$ cat src/design/tpbf_pkg.sv
// Shared types and constants for the tile plane block fetch pipeline.
package tpbf_pkg;

    localparam int LayoutAw = 11;
    localparam int ChunkAw  = 15;
    localparam int BankAw   = 10;
    localparam int NumWords = 4;

    localparam logic [15:0] TopDown  = 16'h1000;
    localparam logic [15:0] LeftRight = 16'h0800;
    localparam logic [15:0] StripOff = 16'h0010;

    typedef enum logic [1:0] {
        K_LAYOUT = 2'd0,
        K_CHUNK  = 2'd1,
        K_BLOCK  = 2'd2,
        K_DRAW   = 2'd3
    } t_kind;

    // One item as it travels down the pipeline.
    typedef struct packed {
        logic        valid;
        t_kind       kind;
        logic [14:0] address;
        logic [15:0] data;
        logic        layer;
        logic [15:0] lx;
        logic [15:0] ly;
        logic [15:0] base;
    } t_pipe;

endpackage

$ cat src/design/tpbf_emit.sv
// Result stage: applies the cell flips and sends the words out one per cycle.
module tpbf_emit (
    input  logic        i_clk,
    input  logic        i_rst_n,
    input  logic        i_draw,
    input  logic        i_empty,
    input  logic [1:0]  i_flip,
    input  logic [15:0] i_base,
    input  logic [15:0] i_word [tpbf_pkg::NumWords],
    output logic        o_strobe,
    output logic [15:0] o_vram_addr,
    output logic [15:0] o_tile_word,
    output logic        o_write_valid,
    output logic        o_last
);
    import tpbf_pkg::*;

    logic        r_active;
    logic [1:0]  r_cnt;
    logic        r_empty;
    logic [15:0] r_base;
    logic [15:0] r_word [NumWords];
    logic [15:0] n_toggle;
    logic        n_last;

    // A vertical flip swaps rows (index bit 1), a horizontal flip swaps columns
    // (index bit 0); each also toggles its flip bit in every word.
    assign n_toggle = (i_flip[1] ? TopDown : 16'h0) | (i_flip[0] ? LeftRight : 16'h0);
    assign n_last   = r_empty || r_cnt == 2'd3;

    always_ff @(posedge i_clk) begin
        if (!i_rst_n) begin
            r_active <= 1'b0;
            r_cnt    <= 2'd0;
        end else if (i_draw) begin
            r_active <= 1'b1;
            r_cnt    <= 2'd0;
        end else if (r_active) begin
            r_active <= !n_last;
            r_cnt    <= r_cnt + 2'd1;
        end
        if (i_draw) begin
            r_empty <= i_empty;
            r_base  <= i_base;
            for (int k = 0; k < NumWords; k++) begin
                r_word[k] <= i_word[2'(k) ^ i_flip] ^ n_toggle;
            end
        end
    end

    assign o_strobe      = r_active;
    assign o_vram_addr   = r_base + {8'b0, r_cnt[1], 5'b0, r_cnt[0], 1'b0};
    assign o_tile_word   = r_empty ? 16'h0 : r_word[r_cnt];
    assign o_write_valid = !r_empty;
    assign o_last        = n_last;

endmodule

$ cat config.mk
export PLATFORM = sky130hd
export DESIGN_NAME = tpbf_emit
export DESIGN_NICKNAME = d
export VERILOG_FILES = /design/src/design/tpbf_pkg.sv /design/src/design/tpbf_emit.sv
export SDC_FILE = /design/constraint.sdc
export NUM_CORES = 1
export LEC_CHECK = 0
export BUFFER_PORTS_ARGS = -buffer_cell sky130_fd_sc_hd__clkbuf_2
export CORE_AREA = 10 10 107 109
export DETAILED_ROUTE_END_ITERATION = 16
export DIE_AREA = 0 0 117 119
export PLACE_DENSITY = 0.9
export SLEW_MARGIN = 0
export SYNTH_ARGS = -nofsm -noshare
export SYNTH_HDL_FRONTEND = slang
export SYNTH_SLANG_ARGS = --single-unit
$ cat constraint.sdc
create_clock -name i_clk -period 1.93 [get_ports i_clk]
set_input_delay 0.193 -clock i_clk [delete_from_list [all_inputs] [get_ports i_clk]]
set_output_delay 0.193 -clock i_clk [all_outputs]
set_load 0.02 [all_outputs]
# [Yosys cells after proc, flatten, opt, wreduce, memory -nomap -nowiden]
# Memory sizes are Yosys's and may differ from the RTL's. A register that Yosys moved wholly into a read port is not among the register bits.
# Cells that the tools add are included.
[classes] add_sub_neg=2 order_cmp=4 eq_ne=1 mux=21 bitwise_logic=13 reduce_logical=4
[ops] operator="$mux W16" count=9
[ops] operator="$bmux W16 S2" count=4
[ops] operator="$xor A16 B13 Y16" count=4
[ops] operator="$add A16 B8 Y16" count=1
[ops] operator="$mux W13" count=1
[ops] operator="$or A13 B12 Y13" count=1
[ops] operator="$ge A3 B3 Y1 const B" count=4
[ops] operator="$mux W12" count=1
[ops] operator="$not A2 Y3" count=4
[ops] operator="$mux W1" count=4
[ops] operator="$mux W2" count=2
[ops] operator="$not A1 Y1" count=3
[ops] operator="$add A2 B1 Y2 const B" count=1
[ops] operator="$eq A2 B2 Y1 const B" count=1
[ops] operator="$logic_not A1 Y1" count=2
[ops] operator="$not A2 Y2" count=1
[ops] operator="$reduce_or A2 Y1" count=1
[ops] operator="$logic_or A1 B1 Y1" count=1
[word_totals] reg_bits=20 ram_bits=64 in_bits=86 out_inout_bits=35 wordCells=50 n_memories=1
[memory_table] memory="r_word" depth=4 width=16 rd=1 rd_ports_with_merged_regs=1 write_ports=4 line_no="tpbf_emit.sv:22" rtl="logic [15:0] r_word [NumWords];"

# [Depth between registers and ports, before layout]
[logic_depth] ltp_word=6 mapped_depth=6 ltp_nobuf=6

# [Worst setup path before layout]
# Ideal clock, no wire load.
[synth_timing] path_type="reg2out" startpoint="register r_cnt[0]" endpoint="output o_vram_addr[11]" arrival_ps=1597 required_ps=1737 slack_ps=140 path_stages_with_launch=7 path_cell_list="dfxtp_1 > ha_1 > ha_1 > nand3_1 > o21bai_1 > nand4_1 > xnor2_1"
[synth_via] elab_chain_cells=1
[synth_rtl] element="start: declaration" line_no="tpbf_emit.sv:19" rtl="logic [1:0] r_cnt;"
[synth_rtl] element="start signal: assignment" line_no="tpbf_emit.sv:40" rtl="r_cnt <= r_cnt + 2'd1;"
[synth_rtl] element="$add A16 B8 Y16" line_no="tpbf_emit.sv:52" rtl="assign o_vram_addr = r_base + {8'b0, r_cnt[1], 5'b0, r_cnt[0], 1'b0};"
[synth_rtl] element="end: declaration" line_no="tpbf_emit.sv:11" rtl="output logic [15:0] o_vram_addr,"
# No other way between the ends.

# [Worst setup path in the final report]
[layout_timing] startpoint="register r_base[7]" endpoint="output o_vram_addr[11]"
[layout_via] elab_chain_cells=1
[layout_rtl] element="start: declaration" line_no="tpbf_emit.sv:21" rtl="logic [15:0] r_base;"
[layout_rtl] element="start signal: assignment" line_no="tpbf_emit.sv:44" rtl="r_base <= i_base;"
[layout_rtl] element="$add A16 B8 Y16" line_no="tpbf_emit.sv:52"
# No other way between the ends.

==> flow_summary.ini <==
[synthesis]
async_flop_share_pct = 0
syn_nets = 359
synth_cell_types = 28
yosysMostFrequentCell = edfxtp_1
post_synth_main_area_contributors = edfxtp_1, mux4_2, mux4_1
yosys.area.top_type = edfxtp_1
syn-cell-area_um2 = 4920
synth-seq-cells = 86
yosys_warnings = 0
synth_edf_count = 81
ys_top_cells_by_count = edfxtp_1, mux4_2, and2_1, buf_2, nor2_1
syn_inst = 269
ys_seq_area_share_pct = 51.5
synth.top_cell.area_share_pct = 49.5
synth_ff_type = edfxtp_1
syn-mean-instance-area_um2 = 18.3

[detailed_routing]
drc = 0
antenna_left = 0
detail_route.vias_per_cell = 5.97
dr.pass1.iters = 4
wl_per_cell_um = 20.4
routed_wl_um = 10600
drt-initial-drc-count = 202
vias = 3105

[min_path]
min_path_type = in -> reg
hp-start = i_empty
min_to = r_empty$_DFFE_PP_
min_path_cells = 1

[pwr]
worst_ir_drop_vdd_v = 0.000336
total_leakage_power_uw = 0.00238
powerDensity_nw_per_um2 = 752

[finish]
fillers = 640
area_growth_pct = 28.8
drive_above_1_share_pct = 63.8
diodes = 0
final_core_util_pct = 67.0
nNetsFinal = 491

[die]
row_count = 36
fp.dieH_um = 119
core_um2 = 9460
start_util_pct = 52.0
dieArea_um2 = 13900
ios = 121
dieWidth_um = 117

[global_route]
grt_usage_pct = 15.2
first_global_vias = 3262
grt_pass1_wl_um = 16500
grt_max_degree = 84
antenna_found_initial = 0
overflow = 0

[placement]
dp_hpwl_um = 7370
port-buffer-count = 120
finalWeightedCongestion = 0.757

[worst_setup_path]
r2r_slack_ns = 0.93
cp_data_required_time_ns = 1.74
cp_max_fo = 4
rr_worst_depth = 3
crit_type = reg -> out
end_kind = primary output
crit_arrival_ns = 1.91
cp_cell_sequence = ha_4 > nand3_4 > o21bai_4 > nand4_1 > xnor2_1 > buf_4
critical-path-max-stage-delay_ns = 0.43
r2r_start = r_cnt[1]$_SDFFE_PP0P_
cp_slowest_cell = edfxtp_1
crit_path_start_kind = flop

[timing]
max_slew_margin_pct = 55.8
worstMarginPinSlew_ns = 0.662
hold_slack_ns = 0.00883
setup_viol = 9
post-route-period-util_pct = 109
maxSlewViolCount = 0
tns_ns = -0.655
max_freq_mhz = 475
period_needed_ns = 2.11
finalWorstSetupSlack_ns = -0.177
rsz0062_at_grt = yes
finalHoldViolations = 0
finalClockSkew_ns = 0.00302

[clock_tree]
cts_tree = yes
cts_buffers = 9
root_buffer = clkbuf_8
clock_latency_ns = 0.36
cts_buffer_depth = 2
clkSinkCount = 86
htree_levels = 3
clk_pin_slew_ns = 0.08

[job]
max_cap_violations = 0

[run_status]
status = complete, but fails checks
violations = negative setup slack
-- final cells by class --
type | count | area [um2] | share of cell area, %
Clock inverter | 6 | 110 | 1.74
Sequential cell | 86 | 2540 | 40.1
Multi-Input combinational cell | 157 | 2370 | 37.4
Inverter | 5 | 18.8 | 0.296
Tap cell | 114 | 143 | 2.25
Timing Repair Buffer | 142 | 1030 | 16.3
Clock buffer | 10 | 128 | 2.02
-- metal layers --
layer / GRT usage (%) / part of all wire, %
met5: 0 / 0
met4: 6.72 / 2.1
met3: 3.82 / 7.3
met2: 25.9 / 52
met1: 17.4 / 38
-- state kept, by name, summed over array words and instances (netlist names), named ones only --
register,count
r_word,64
o_strobe,1
r_cnt,2
r_base,16
r_empty,1
-- worst max path at each step --
stage                          start               to  slack, ns  cells after the start
3_5_place_dp   r_cnt[0]$_SDFFE_PP0P_  o_vram_addr[11]       0.07                      7
2_1_floorplan  r_cnt[0]$_SDFFE_PP0P_  o_vram_addr[11]       0.14                      6
6_report         r_base[7]$_DFFE_PP_  o_vram_addr[11]      -0.18                      6
5_1_grt          r_base[7]$_DFFE_PP_  o_vram_addr[15]      -0.25                      6
3_3_place_gp   r_cnt[0]$_SDFFE_PP0P_  o_vram_addr[11]       0.14                      7
4_1_cts          r_base[1]$_DFFE_PP_  o_vram_addr[11]      -0.12                      7
-- kinds of logic after synthesis --
family          Yosys count  share of synthesized area, %
fa+ha+maj                 4                          1.02
compound gates            9                          1.20
simple gates             47                          4.83
mux                      83                          35.8
xor+xnor                 14                          2.49
buf+inv                  26                          3.18
flops                    86                          51.5
-- where the power goes --
group	internal, uW	total, uW	switching [uW]	leakage [uW]
combinational	547	956	409	0.00143
clock	857	1470	618	0.000112
sequential	2250	2330	77.1	0.000835
total	3660	4760	1100	0.00238
-- cell usage in the layout (no fill, tap or decap), types with 6 or more instances in the layout --
cell | synthesis | layout
dlygate4sd3_1 | 0 | 6
clkbuf_8 | 0 | 10
nor2_1 | 13 | 10
xnor2_1 | 10 | 8
buf_8 | 0 | 6
mux4_2 | 66 | 72
and2_4 | 0 | 16
edfxtp_1 | 81 | 81
mux2i_1 | 7 | 7
nand2_1 | 8 | 8
clkbuf_2 | 0 | 89
buf_6 | 1 | 11
buf_4 | 5 | 22
-- critical path, delay by kind of cell, from the launching register on --
family	cells	cell delay (ns)
buffers and inverters	1	0.18
XOR/XNOR	1	0.20
flip-flops	1	0.43
adder cells (fa/ha/maj)	1	0.33
AO/OA/AOI/OAI	1	0.20
AND/OR/NAND/NOR	2	0.22
-- stage by stage --
stage	setup slack (ns)	total power [uW]	cells	instance area, um2
6_report	-0.177	4760	520	6330
5_1_grt	-0.250	4950	520	6330
4_1_cts	-0.121	4710	516	6190
3_5_place_dp	0.0667	3180	492	5670
3_3_place_gp	0.137	3130	492	5670
2_1_floorplan	0.140	2860	269	4920
-- timing repair --
action                                  CTS  global route
cloned                                    1             0
resized for setup                        50            70
setup buffers                             3             3
pin swaps                                11             9
hold endpoints to repair                  4             2
hold buffers                              4             2
endpoints found under the setup margin   26            26
Note: power is estimated with default switching activity, not from simulation.
